`config.mk`:
```
export PLATFORM = sky130hd
export DESIGN_NAME = sorted_timer_task_queue
export DESIGN_NICKNAME = d
export VERILOG_FILES = /design/src/rtl/stq_pkg.sv /design/src/rtl/stq_ctrl.sv /design/src/rtl/stq_dpath.sv /design/src/rtl/sorted_timer_task_queue.sv
export SDC_FILE = /design/constraint.sdc
export NUM_CORES = 2
export LEC_CHECK = 0
export BUFFER_PORTS_ARGS = -buffer_cell sky130_fd_sc_hd__buf_2
export CAP_MARGIN = 20
export CORE_ASPECT_RATIO = 1.75
export CORE_UTILIZATION = 64
export DETAILED_ROUTE_END_ITERATION = 12
export PLACE_DENSITY = 0.84
export SYNTH_ARGS = -nofsm -noshare
export SYNTH_HDL_FRONTEND = slang
export SYNTH_SLANG_ARGS = --single-unit
```
`constraint.sdc`:
```
create_clock -name clk -period 13.9 [get_ports clk]
set_input_delay 0.695 -clock clk [delete_from_list [all_inputs] [get_ports clk]]
set_output_delay 0.695 -clock clk [all_outputs]
set_load 0.1 [all_outputs]
```
`src/rtl/stq_pkg.sv`:
```
// shared types and constants of the sorted timer task queue
// no dependencies; used by controller, datapath and top level
package stq_pkg;

  localparam int RESULTS_CAP = 8;
  localparam logic [15:0] DELAY_CLAMP = 16'hFFFF;
  localparam logic REQ_SCHEDULE = 1'b0;
  localparam logic REQ_CHECK = 1'b1;

  typedef enum logic [2:0] {
    ST_IDLE,
    ST_CALC,
    ST_INS,
    ST_WALK,
    ST_CHK,
    ST_FIN
  } stq_state_t;

  typedef struct packed {
    logic ld_req;
    logic ld_m;
    logic rd_cur;
    logic ins_empty;
    logic ins_head;
    logic walk_start;
    logic walk_between;
    logic walk_append;
    logic walk_adv;
    logic pop;
    logic push_pend;
    logic age_now;
    logic push_final;
  } stq_cmd_t;

  typedef struct packed {
    logic is_check;
    logic free_found;
    logic head_valid;
    logic rd_gt_m;
    logic due;
    logic cur_eq_prev;
    logic link_self;
    logic k_full;
    logic k_zero;
    logic out_free;
  } stq_status_t;

endpackage

```
`src/rtl/stq_ctrl.sv`:
```
// controller state machine of the sorted timer task queue
// depends on stq_pkg; drives the datapath by commands, reads its status
module stq_ctrl (
  input  logic                clk,
  input  logic                rst_n,
  input  logic                in_tvalid,
  output logic                in_tready,
  input  stq_pkg::stq_status_t st,
  output stq_pkg::stq_cmd_t   cmd
);
  import stq_pkg::*;

  stq_state_t state_r, state_nxt;

  always_ff @(posedge clk) begin
    if (!rst_n) begin
      state_r <= ST_IDLE;
    end else begin
      state_r <= state_nxt;
    end
  end

  always_comb begin
    state_nxt = state_r;
    unique case (state_r)
      ST_IDLE: begin
        if (in_tvalid) state_nxt = ST_CALC;
      end
      ST_CALC: begin
        state_nxt = st.is_check ? ST_CHK : ST_INS;
      end
      ST_INS: begin
        if (!st.free_found || !st.head_valid || st.rd_gt_m) state_nxt = ST_FIN;
        else state_nxt = ST_WALK;
      end
      ST_WALK: begin
        if ((!st.cur_eq_prev && st.rd_gt_m) || st.link_self) state_nxt = ST_FIN;
      end
      ST_CHK: begin
        if (!st.head_valid || st.k_full || !st.due) state_nxt = ST_FIN;
      end
      ST_FIN: begin
        if (st.out_free) state_nxt = ST_IDLE;
      end
      default: state_nxt = ST_IDLE;
    endcase
  end

  always_comb begin
    cmd = '0;
    in_tready = 1'b0;
    unique case (state_r)
      ST_IDLE: begin
        in_tready = 1'b1;
        cmd.ld_req = in_tvalid;
      end
      ST_CALC: begin
        cmd.ld_m = 1'b1;
      end
      ST_INS: begin
        if (st.free_found) begin
          if (!st.head_valid) cmd.ins_empty = 1'b1;
          else if (st.rd_gt_m) cmd.ins_head = 1'b1;
          else cmd.walk_start = 1'b1;
        end
      end
      ST_WALK: begin
        cmd.rd_cur = 1'b1;
        if (!st.cur_eq_prev && st.rd_gt_m) cmd.walk_between = 1'b1;
        else if (st.link_self) cmd.walk_append = 1'b1;
        else cmd.walk_adv = 1'b1;
      end
      ST_CHK: begin
        if (st.head_valid && !st.k_full) begin
          if (st.due) begin
            if (st.k_zero || st.out_free) begin
              cmd.pop = 1'b1;
              cmd.push_pend = !st.k_zero;
            end
          end else begin
            cmd.age_now = 1'b1;
          end
        end
      end
      ST_FIN: begin
        cmd.push_final = st.out_free;
      end
      default: cmd = '0;
    endcase
  end

endmodule

```
`src/rtl/stq_dpath.sv`:
```
// datapath of the sorted timer task queue: slot arrays, list walk, aging
// and the output register; depends on stq_pkg, commanded by stq_ctrl
module stq_dpath #(
  parameter int NUM_SLOTS = 8
) (
  input  logic                 clk,
  input  logic                 rst_n,
  input  logic                 in_req_type,
  input  logic [7:0]           in_task_tag,
  input  logic [31:0]          in_delay_ticks,
  input  logic [31:0]          in_now_tick,
  input  stq_pkg::stq_cmd_t    cmd,
  output stq_pkg::stq_status_t st,
  output logic                 out_tvalid,
  input  logic                 out_tready,
  output logic [31:0]          out_tdata,  // accepted, fired_tag, next_delay, queue_empty
  output logic                 out_tuser,  // fired_valid
  output logic                 out_tlast
);
  import stq_pkg::*;

  localparam int IW = (NUM_SLOTS > 1) ? $clog2(NUM_SLOTS) : 1;
  localparam int KW = $clog2(RESULTS_CAP + 1);

  logic            valid_r [NUM_SLOTS];
  logic [31:0]     rem_r   [NUM_SLOTS];
  logic [7:0]      tag_r   [NUM_SLOTS];
  logic [IW-1:0]   link_r  [NUM_SLOTS];
  logic [IW-1:0]   head_r;
  logic [31:0]     ref_r;

  logic            req_r;
  logic [7:0]      tagin_r;
  logic [31:0]     delay_r;
  logic [31:0]     now_r;
  logic [31:0]     m_r;
  logic [IW-1:0]   free_r;
  logic [IW-1:0]   prev_r;
  logic [IW-1:0]   cur_r;
  logic [KW-1:0]   k_r;
  logic            res_acc_r;
  logic            res_fv_r;
  logic [7:0]      res_tag_r;
  logic [15:0]     res_nd_r;

  logic            out_valid_r;
  logic            out_acc_r;
  logic            out_fv_r;
  logic [7:0]      out_tag_r;
  logic [15:0]     out_nd_r;
  logic            out_empty_r;
  logic            out_last_r;

  logic [IW-1:0]   rd_idx;
  logic [31:0]     rd_rem;
  logic [7:0]      rd_tag;
  logic [IW-1:0]   rd_link;
  logic [31:0]     elapsed;
  logic [32:0]     sum;
  logic [31:0]     m_calc;
  logic            free_found;
  logic [IW-1:0]   free_idx;
  logic            head_valid;
  logic            out_free;
  logic [15:0]     delay_clamped;
  logic [15:0]     rem_clamped;
  logic [31:0]     age_delta;
  logic            age_en;

  assign rd_idx  = cmd.rd_cur ? cur_r : head_r;
  assign rd_rem  = rem_r[rd_idx];
  assign rd_tag  = tag_r[rd_idx];
  assign rd_link = link_r[rd_idx];
  assign head_valid = valid_r[head_r];

  assign elapsed = now_r - ref_r;
  assign sum     = {1'b0, delay_r} + {1'b0, elapsed};
  assign m_calc  = sum[32] ? 32'hFFFF_FFFF : sum[31:0];

  assign delay_clamped = (|delay_r[31:16]) ? DELAY_CLAMP : delay_r[15:0];
  assign rem_clamped   = (|rd_rem[31:16]) ? DELAY_CLAMP : rd_rem[15:0];

  assign out_free  = !out_valid_r || out_tready;
  assign age_en    = cmd.pop || cmd.age_now;
  assign age_delta = cmd.pop ? rd_rem : elapsed;

  always_comb begin
    free_found = 1'b0;
    free_idx   = '0;
    for (int i = NUM_SLOTS - 1; i >= 0; i--) begin
      if (!valid_r[i]) begin
        free_found = 1'b1;
        free_idx   = IW'(i);
      end
    end
  end

  always_comb begin
    st.is_check    = (req_r == REQ_CHECK);
    st.free_found  = free_found;
    st.head_valid  = head_valid;
    st.rd_gt_m     = (rd_rem > m_r);
    st.due         = (rd_rem <= elapsed);
    st.cur_eq_prev = (cur_r == prev_r);
    st.link_self   = (rd_link == cur_r);
    st.k_full      = (k_r == KW'(RESULTS_CAP));
    st.k_zero      = (k_r == '0);
    st.out_free    = out_free;
  end

  // slot arrays and list pointers
  always_ff @(posedge clk) begin
    if (!rst_n) begin
      for (int j = 0; j < NUM_SLOTS; j++) valid_r[j] <= 1'b0;
      head_r <= '0;
      ref_r  <= '0;
    end else begin
      if (cmd.ins_empty) begin
        link_r[free_r] <= free_r;
        head_r <= free_r;
      end
      if (cmd.ins_head) begin
        link_r[free_r] <= head_r;
        head_r <= free_r;
      end
      if (cmd.walk_between) begin
        link_r[free_r] <= cur_r;
        link_r[prev_r] <= free_r;
      end
      if (cmd.walk_append) begin
        link_r[cur_r]  <= free_r;
        link_r[free_r] <= free_r;
      end
      if (cmd.ins_empty || cmd.ins_head || cmd.walk_between || cmd.walk_append) begin
        rem_r[free_r]   <= m_r;
        tag_r[free_r]   <= tagin_r;
        valid_r[free_r] <= 1'b1;
      end
      if (age_en) begin
        for (int j = 0; j < NUM_SLOTS; j++) rem_r[j] <= rem_r[j] - age_delta;
      end
      if (cmd.pop) begin
        valid_r[head_r] <= 1'b0;
        head_r <= rd_link;
        ref_r  <= ref_r + rd_rem;
      end
      if (cmd.age_now) ref_r <= now_r;
    end
  end

  // request registers, walk pointers and staged result
  always_ff @(posedge clk) begin
    if (!rst_n) begin
      k_r <= '0;
    end else begin
      if (cmd.ld_req) begin
        req_r     <= in_req_type;
        tagin_r   <= in_task_tag;
        delay_r   <= in_delay_ticks;
        now_r     <= in_now_tick;
        k_r       <= '0;
        res_acc_r <= 1'b0;
        res_fv_r  <= 1'b0;
        res_tag_r <= '0;
        res_nd_r  <= '0;
      end
      if (cmd.ld_m) begin
        m_r    <= m_calc;
        free_r <= free_idx;
      end
      if (cmd.ins_empty || cmd.ins_head) res_nd_r <= delay_clamped;
      if (cmd.ins_empty || cmd.ins_head || cmd.walk_between || cmd.walk_append) begin
        res_acc_r <= 1'b1;
      end
      if (cmd.walk_start) begin
        prev_r <= head_r;
        cur_r  <= rd_link;
      end
      if (cmd.walk_adv) begin
        prev_r <= cur_r;
        cur_r  <= rd_link;
      end
      if (cmd.pop) begin
        k_r       <= k_r + KW'(1);
        res_fv_r  <= 1'b1;
        res_tag_r <= rd_tag;
      end
    end
  end

  // output register
  always_ff @(posedge clk) begin
    if (!rst_n) begin
      out_valid_r <= 1'b0;
    end else begin
      if (cmd.push_pend || cmd.push_final) out_valid_r <= 1'b1;
      else if (out_tready) out_valid_r <= 1'b0;
    end
  end

  always_ff @(posedge clk) begin
    if (cmd.push_pend) begin
      out_acc_r   <= res_acc_r;
      out_fv_r    <= res_fv_r;
      out_tag_r   <= res_tag_r;
      out_nd_r    <= '0;
      out_empty_r <= 1'b0;
      out_last_r  <= 1'b0;
    end else if (cmd.push_final) begin
      out_acc_r   <= res_acc_r;
      out_fv_r    <= res_fv_r;
      out_tag_r   <= res_tag_r;
      out_nd_r    <= (req_r == REQ_CHECK) ? (head_valid ? rem_clamped : 16'd0) : res_nd_r;
      out_empty_r <= !head_valid;
      out_last_r  <= 1'b1;
    end
  end

  assign out_tvalid = out_valid_r;
  assign out_tdata  = {6'd0, out_empty_r, out_nd_r, out_tag_r, out_acc_r};
  assign out_tuser  = out_fv_r;
  assign out_tlast  = out_last_r;

endmodule

```
`src/rtl/sorted_timer_task_queue.sv`:
```
// schedule: CALC, INS, then one WALK step per entry examined past the head, then FIN
// check: CALC, CHK pops due tasks (at most 8 fired), FIN; one request in flight
// the schedule length is set by the list walk, one slot read per cycle
// output register lets the next request enter while a result waits
// rst_n synchronous active low: all slots free, head and reference tick zero
module sorted_timer_task_queue #(
  parameter int NUM_SLOTS = 8
) (
  input  logic        clk,
  input  logic        rst_n,
  input  logic        in_tvalid,
  output logic        in_tready,
  input  logic [71:0] in_tdata,   // task_tag, delay_ticks, now_tick
  input  logic        in_tuser,   // req_type
  output logic        out_tvalid,
  input  logic        out_tready,
  output logic [31:0] out_tdata,  // accepted, fired_tag, next_delay, queue_empty
  output logic        out_tuser,  // fired_valid
  output logic        out_tlast
);
  import stq_pkg::*;

  stq_cmd_t    cmd;
  stq_status_t st;

  stq_ctrl u_ctrl (
    .clk       (clk),
    .rst_n     (rst_n),
    .in_tvalid (in_tvalid),
    .in_tready (in_tready),
    .st        (st),
    .cmd       (cmd)
  );

  stq_dpath #(
    .NUM_SLOTS (NUM_SLOTS)
  ) u_dpath (
    .clk            (clk),
    .rst_n          (rst_n),
    .in_req_type    (in_tuser),
    .in_task_tag    (in_tdata[7:0]),
    .in_delay_ticks (in_tdata[39:8]),
    .in_now_tick    (in_tdata[71:40]),
    .cmd            (cmd),
    .st             (st),
    .out_tvalid     (out_tvalid),
    .out_tready     (out_tready),
    .out_tdata      (out_tdata),
    .out_tuser      (out_tuser),
    .out_tlast      (out_tlast)
  );

endmodule

```
Word level (Yosys, flattened, before mapping)
Memories as Yosys holds them, arrays and structs flattened. A register that Yosys moved wholly into a read port is not among the register bits.
Index checks and enable logic that the tools add are counted.
{"block": "totals", "regBits": 211, "ramBits": 352, "inputBits": 77, "output_inout_bits": 36, "memories": 4}
{"block": "op_classes", "addsub": 12, "order_cmp": 2, "eq_ne": 13, "muxes": 112, "bitwise_logic": 6, "reduce_logical": 46}
{"name": "u_dpath.rem_r", "depth": 8, "width": 32, "read_ports": 9, "rd_clocked_by_memory_dff": 0, "write_ports": 8, "line": "stq_dpath.sv:26", "rtl": "logic [31:0] rem_r [NUM_SLOTS];"}
{"name": "u_dpath.tag_r", "depth": 8, "width": 8, "read_ports": 1, "rd_clocked_by_memory_dff": 0, "write_ports": 1, "line": "stq_dpath.sv:27", "rtl": "logic [7:0] tag_r [NUM_SLOTS];"}
{"name": "u_dpath.link_r", "depth": 8, "width": 3, "read_ports": 1, "rd_clocked_by_memory_dff": 0, "write_ports": 2, "line": "stq_dpath.sv:28", "rtl": "logic [IW-1:0] link_r [NUM_SLOTS];"}
{"name": "u_dpath.valid_r", "depth": 8, "width": 1, "read_ports": 9, "rd_clocked_by_memory_dff": 1, "write_ports": 8, "line": "stq_dpath.sv:25", "rtl": "logic valid_r [NUM_SLOTS];"}
{"operator": "32-bit subtractor", "n": 9}
{"operator": "32-bit 2-to-1 mux", "n": 4}
{"operator": "3-bit 2-to-1 mux", "n": 33}
{"operator": "16-bit 2-to-1 mux", "n": 6}
{"operator": "1-bit 2-to-1 mux", "n": 56}
{"operator": "32-bit by 32-bit adder with 33-bit output", "n": 1}
{"operator": "32-bit adder", "n": 1}
{"operator": "32-bit > comparator", "n": 1}
{"operator": "32-bit <= comparator", "n": 1}
{"operator": "8-bit 2-to-1 mux", "n": 4}
{"operator": "16-bit OR reduction", "n": 2}
{"operator": "32-bit OR reduction", "n": 1}
{"operator": "3-bit one-hot mux with 6 select lines", "n": 1}
{"operator": "2-bit AND reduction", "n": 7}
{"operator": "2-bit nonzero test", "n": 7}
{"operator": "1-bit logical OR", "n": 12}
{"operator": "2-bit 2-to-1 mux", "n": 6}
{"operator": "3-bit equality test", "n": 3}
{"operator": "4-bit 2-to-1 mux", "n": 2}
{"operator": "4-bit AND reduction", "n": 2}
{"operator": "1-bit zero test", "n": 7}
{"operator": "3-bit by 2-bit equality test with 1-bit output (second input constant)", "n": 2}
{"operator": "3-bit equality test (second input constant)", "n": 2}
{"operator": "2-bit by 1-bit inequality test with 1-bit output (second input constant)", "n": 3}
{"operator": "other kinds (13)", "n": 18}

Depth between registers and ports, before layout
An unclocked memory read counts as a cell.
{"block": "depth", "depth_word": 20, "mapped_depth": 60, "ltp_nobuf": 57}

Modules after synthesis
From an unflattened synthesis, not the netlist that was laid out.
{"block": "hier_totals", "hier_cells": 5073, "area_unflattened_um2": 45036.9}
{"mod": "stq_dpath", "instances": 1, "cells_per_inst": 5029, "area_per_inst_um2": 44687.9}
{"mod": "stq_ctrl", "instances": 1, "cells_per_inst": 44, "area_per_inst_um2": 349.1}

Worst setup path after synthesis
No wires, ideal clock.
{"block": "synth_timing", "path_type": "reg2reg", "from": "register u_ctrl.state_r[1]", "to": "memory u_dpath.rem_r[3][29] (data pin)", "t_arrival_ns": 12.194, "path_slack_ns": 1.439, "stages_incl_launch_ff": 55, "path_buffers": 15, "cell_sequence": "dfxtp_1 -> buf_4 -> and3b_1 -> buf_6 -> mux2i_4 -> clkbuf_1 -> clkbuf_1 -> clkbuf_1 -> clkbuf_1 -> clkbuf_1 -> buf_1 -> clkbuf_1 -> buf_1 -> clkbuf_1 -> clkbuf_1 -> nand2_1 -> a311oi_1 -> a31oi_1 -> [... 19 more ...] -> o21ai_0 -> nand2b_1 -> a21o_1 -> a21o_1 -> a21o_1 -> maj3_1 -> maj3_1 -> a221oi_2 -> o31ai_2 -> maj3_2 -> a21o_1 -> a32oi_1 -> a211o_1 -> o31ai_1 -> or4_1 -> a31oi_1 -> xor2_1 -> o21ai_0"}
{"item": "start: declaration", "line": "stq_ctrl.sv:13", "rtl": "stq_state_t state_r, state_nxt;"}
{"item": "start signal: assignment", "line": "stq_ctrl.sv:19", "rtl": "state_r <= state_nxt;"}
{"item": "end: declaration", "line": "stq_dpath.sv:26"}

==> results summary <==
The flow ran to the end, and the final reports show no timing, DRC or antenna violations. The number of different library cells used by synthesis comes to 110. The number of global-route vias before repair came out at 38600. Input and output buffers added on the ports amount to 106. The initial core utilization came out at 0.646.

Of the total power, registers draw 0.397. The maximum VDD drop is roughly 0.18 mV. STA classifies the critical path endpoint as a flop.

The clock reaches the later pin of the worst-skew pair after ~670 ps. Setup repair after global routing left no endpoint under its margin. Dividing the detail-routed wire length by the instance count gives 24.3 um.

In the final layout, the multi-input gates occupy 24700 um^2. The DRC violations left came out at 0. The clock net sink count is 566.

The synthesized area came out at 42700 um^2. Detailed placement finished with a half-perimeter wire length of 98200 um. The slew of the pin with the lowest slew margin is 1280 ps. By area the synthesized netlist is led by sky130_fd_sc_hd__edfxtp_1 (35%), sky130_fd_sc_hd__ha_1 (8.1%), sky130_fd_sc_hd__xnor2_1 (5.5%). Summed over all nets, the switching power comes to 1690 uW. The layout overhead on the synthesized area is 7.90%.

Once detail routing completed, the nets flagged for antenna violations numbered 0. The top fanout value on the critical path came out at 8. The highest attainable clock frequency came out at 76.5 MHz. The internal cell power came out at 3240 uW. The area of the die is 67900 um^2.

On the critical path, the stage with the largest delay is an instance of sky130_fd_sc_hd__o2111ai_1. The worst setup path is launched from a flop. The vertical die dimension is between 300 and 400 um. The final period demand of the worst path came out at about 13000 ps.

The synthesized area per cell came out at 9.01 um^2. For this run, the leading register cell type out of synthesis is sky130_fd_sc_hd__edfxtp_1. After layout, the design draws a total of 4930 uW. The worst-case clock skew is 36.0 ps. The final non-filler cell total is 5688. The setup TNS is 0 ps. The required time of the critical path came out at 14280 ps. The power share of the clock group came out at 0.318. TritonCTS built the clock tree. The count of pins on the block boundary is 113. Clock-pin slew was measured on the worst setup and hold paths at 70 ps. In this run, synthesis produced a sequential element count of 566.

The dominant cell by count in the synthesized netlist is sky130_fd_sc_hd__nand2_1. The cell count after synthesis came out at around 4700. Of all flip-flops after synthesis, the portion carrying an async set or reset was 0.

The placement row count came out at 125. The initial antenna violation count came to 3. The tree is rooted in a sky130_fd_sc_hd__clkbuf_16. The first global-routing pass estimated roughly 210000 um of wire.

The number of synthesis warnings is 0. Counting instances in the post-synthesis netlist gives the leading cell types as sky130_fd_sc_hd__nand2_1 (616), sky130_fd_sc_hd__edfxtp_1 (494), sky130_fd_sc_hd__nor2_1 (344). In the final layout, the share of cells above drive strength 1 is 0.0930. In this run the static leakage power is 0.0182 uW.

The power density over cell area is 107 nW/um^2. The first-pass iteration count of the detailed router is 6. After filler insertion, the fill cell instance count of the layout stands at between 5000 and 6000. The remaining global-route overflow is 0. Including well taps, the total number of placed cells is 5586. The most repeated library cell on the critical path is sky130_fd_sc_hd__a21oi_1. The count of max-cap constraint violations came out at 0. The dominant cell type by area after synthesis is sky130_fd_sc_hd__edfxtp_1. The final count of hold timing violations came out at 0. The global-route total usage across every layer is 0.403. Hold timing on the final database bottoms out at a slack of 208 ps. Once placement finished, the instance area stood at 44300 um^2. The endpoint arrival time on the critical path came out at 13450 ps. After detailed routing, the number of vias per cell comes to 6.78. The clock passes through at most 3 buffers. The quantity of hold-fixing buffers added after cts is 0. The tightest min-delay check is of the input pin to flop type. The count of final max-slew check failures is 0. The total vias in the final route is 38600. The die is 197 um wide.

The final weighted congestion in routability-driven placement is 0.990. The worst pin sits at a relative slew slack of 0.148. The synthesized design contains 494 enable-type register cells. Entering global routing, the biggest net connects ~140 pins. The share of Yosys cell area claimed by the top area cell type came out at 0.347. Setup violations remaining at the end of the flow were counted as 0.

The final clock period utilization by the worst path is 0.940. The switching portion of total power is 0.343. The number of buffers created by CTS came out at 52.

The area of all sequential standard cells came out at 16300 um^2. The final standard cell area without fillers is 46100 um^2. The net total in the final layout came out at 5121.

The post-CTS setup-driven buffer insertion count came out at 0. The number of H-tree levels is 2. The violation count after the first detailed-route iteration is approximately 3800. The routed wire length came out at 138000 um. Of the synthesized area, sequential elements account for 0.381.

The combinational share of power is 0.285. In this run the standard cell core region covers about 66000 um^2. The biggest cell delay along the critical path came out at 640 ps.

The category of the most critical setup path is flop to flop.
[power by group through the flow]
| stage | combinational [uW] | clock [uW] | sequential [uW] |
|---|---|---|---|
| 2_1_floorplan | 859 | 0 | 2170 |
| 3_3_place_gp | 1330 | 0 | 1990 |
| 3_5_place_dp | 1360 | 0 | 1990 |
| 4_1_cts | 1370 | 1560 | 1950 |
| 5_1_grt | 1500 | 1620 | 1960 |
| 6_report | 1400 | 1570 | 1960 |
[cell families (layout without fill, tap and decap cells)]
group | count (synthesis) | in the layout | synth area share
simple gates | 1499 | 1499 | 0.159
compound gates | 1308 | 1308 | 0.200
flops | 566 | 566 | 0.381
buf+inv | 502 | 550 | 0.0462
fa+ha+maj | 404 | 404 | 0.114
xor+xnor | 386 | 386 | 0.0791
mux | 77 | 77 | 0.0199
other cells | 1 | 9 | 0.0000877
[layer usage]
metal,up-vias,global-route usage,part of all wire
met1,18200,0.434,0.33
met2,2307,0.685,0.48
li1,17300,-,-
met5,-,0,0.00025
met3,779,0.0796,0.092
met4,2,0.332,0.092
[cell usage in the layout (no fill, tap or decap), types with 42 or more instances in the layout]
| cell | n |
|---|---|
| sky130_fd_sc_hd__nand2b_1 | 54 |
| sky130_fd_sc_hd__and2_1 | 42 |
| sky130_fd_sc_hd__buf_4 | 74 |
| sky130_fd_sc_hd__edfxtp_1 | 494 |
| sky130_fd_sc_hd__o21bai_1 | 59 |
| sky130_fd_sc_hd__and3_1 | 70 |
| sky130_fd_sc_hd__nor3_1 | 50 |
| sky130_fd_sc_hd__a21oi_1 | 335 |
| sky130_fd_sc_hd__ha_1 | 278 |
| sky130_fd_sc_hd__nor2b_1 | 47 |
| sky130_fd_sc_hd__buf_2 | 106 |
| sky130_fd_sc_hd__nand3_1 | 139 |
| sky130_fd_sc_hd__nor2_1 | 343 |
| sky130_fd_sc_hd__xnor2_1 | 269 |
| sky130_fd_sc_hd__maj3_1 | 85 |
| sky130_fd_sc_hd__clkbuf_16 | 52 |
| sky130_fd_sc_hd__nand2_1 | 610 |
| sky130_fd_sc_hd__xor2_1 | 117 |
| sky130_fd_sc_hd__a21o_1 | 116 |
| sky130_fd_sc_hd__a311oi_1 | 48 |
| sky130_fd_sc_hd__a31oi_1 | 73 |
| sky130_fd_sc_hd__a211oi_1 | 49 |
| sky130_fd_sc_hd__inv_1 | 264 |
| sky130_fd_sc_hd__o21ai_0 | 306 |
| sky130_fd_sc_hd__dfxtp_1 | 72 |
[worst paths after layout]
| path | startpoint | endpoint | slack (ps) | cells past startpoint |
|---|---|---|---|---|
| setup / recovery | u_dpath.ref_r[1] | u_dpath.rem_r[2][31] | 830 | 51 |
| hold / removal | in_tdata[60] | u_dpath.now_r[20] | 210 | 1 |
| setup reg to reg | u_dpath.ref_r[1] | u_dpath.rem_r[2][31] | 830 | 51 |
| hold reg to reg | u_dpath.res_tag_r[2] | u_dpath.out_tag_r[2] | 440 | 0 |
[per-stage QoR]
step,setup WS (ps),utilization
global placement,1450,0.669
floorplan,1440,-
CTS,1130,0.696
finish,830,0.697
global route,190,0.697
detailed placement,1200,0.669
[critical path: cells and delay by family (launching register included)]
kind	cells	cell delay (ps)
xor gates and xnor gates	2	340
buffers and inverters	1	100
adders and majority gates	6	2030
AOI/OAI and AO/OA	29	7460
muxes	1	250
DFF	1	410
and+or+nand+nor	12	2200
[flip-flops by register name (all words and copies together) (netlist names), 16 cells and up, named ones only]
register and cells:
u_dpath.link_r 24, u_dpath.out_nd_r 16, u_dpath.res_nd_r 16, u_dpath.ref_r 32
u_dpath.tag_r 64, u_dpath.delay_r 32, u_dpath.m_r 32, u_dpath.now_r 32
u_dpath.rem_r 256
[cell type report]
class,instances,share of cell area
diodes,3,0.000163
clock buffers,58,0.0287
clock inverters,37,0.00979
inverters,267,0.0218
multi-input cells,3680,0.536
flip-flops and latches,566,0.353
well taps,889,0.0241
repair buffers,188,0.0265
[timing repair]
action / in CTS / in global routing
resized for setup: 0 / 1
endpoints found under the hold margin: 0 / 0
endpoints found under the setup margin: 0 / 2
Power figures use the tool's default switching activity.
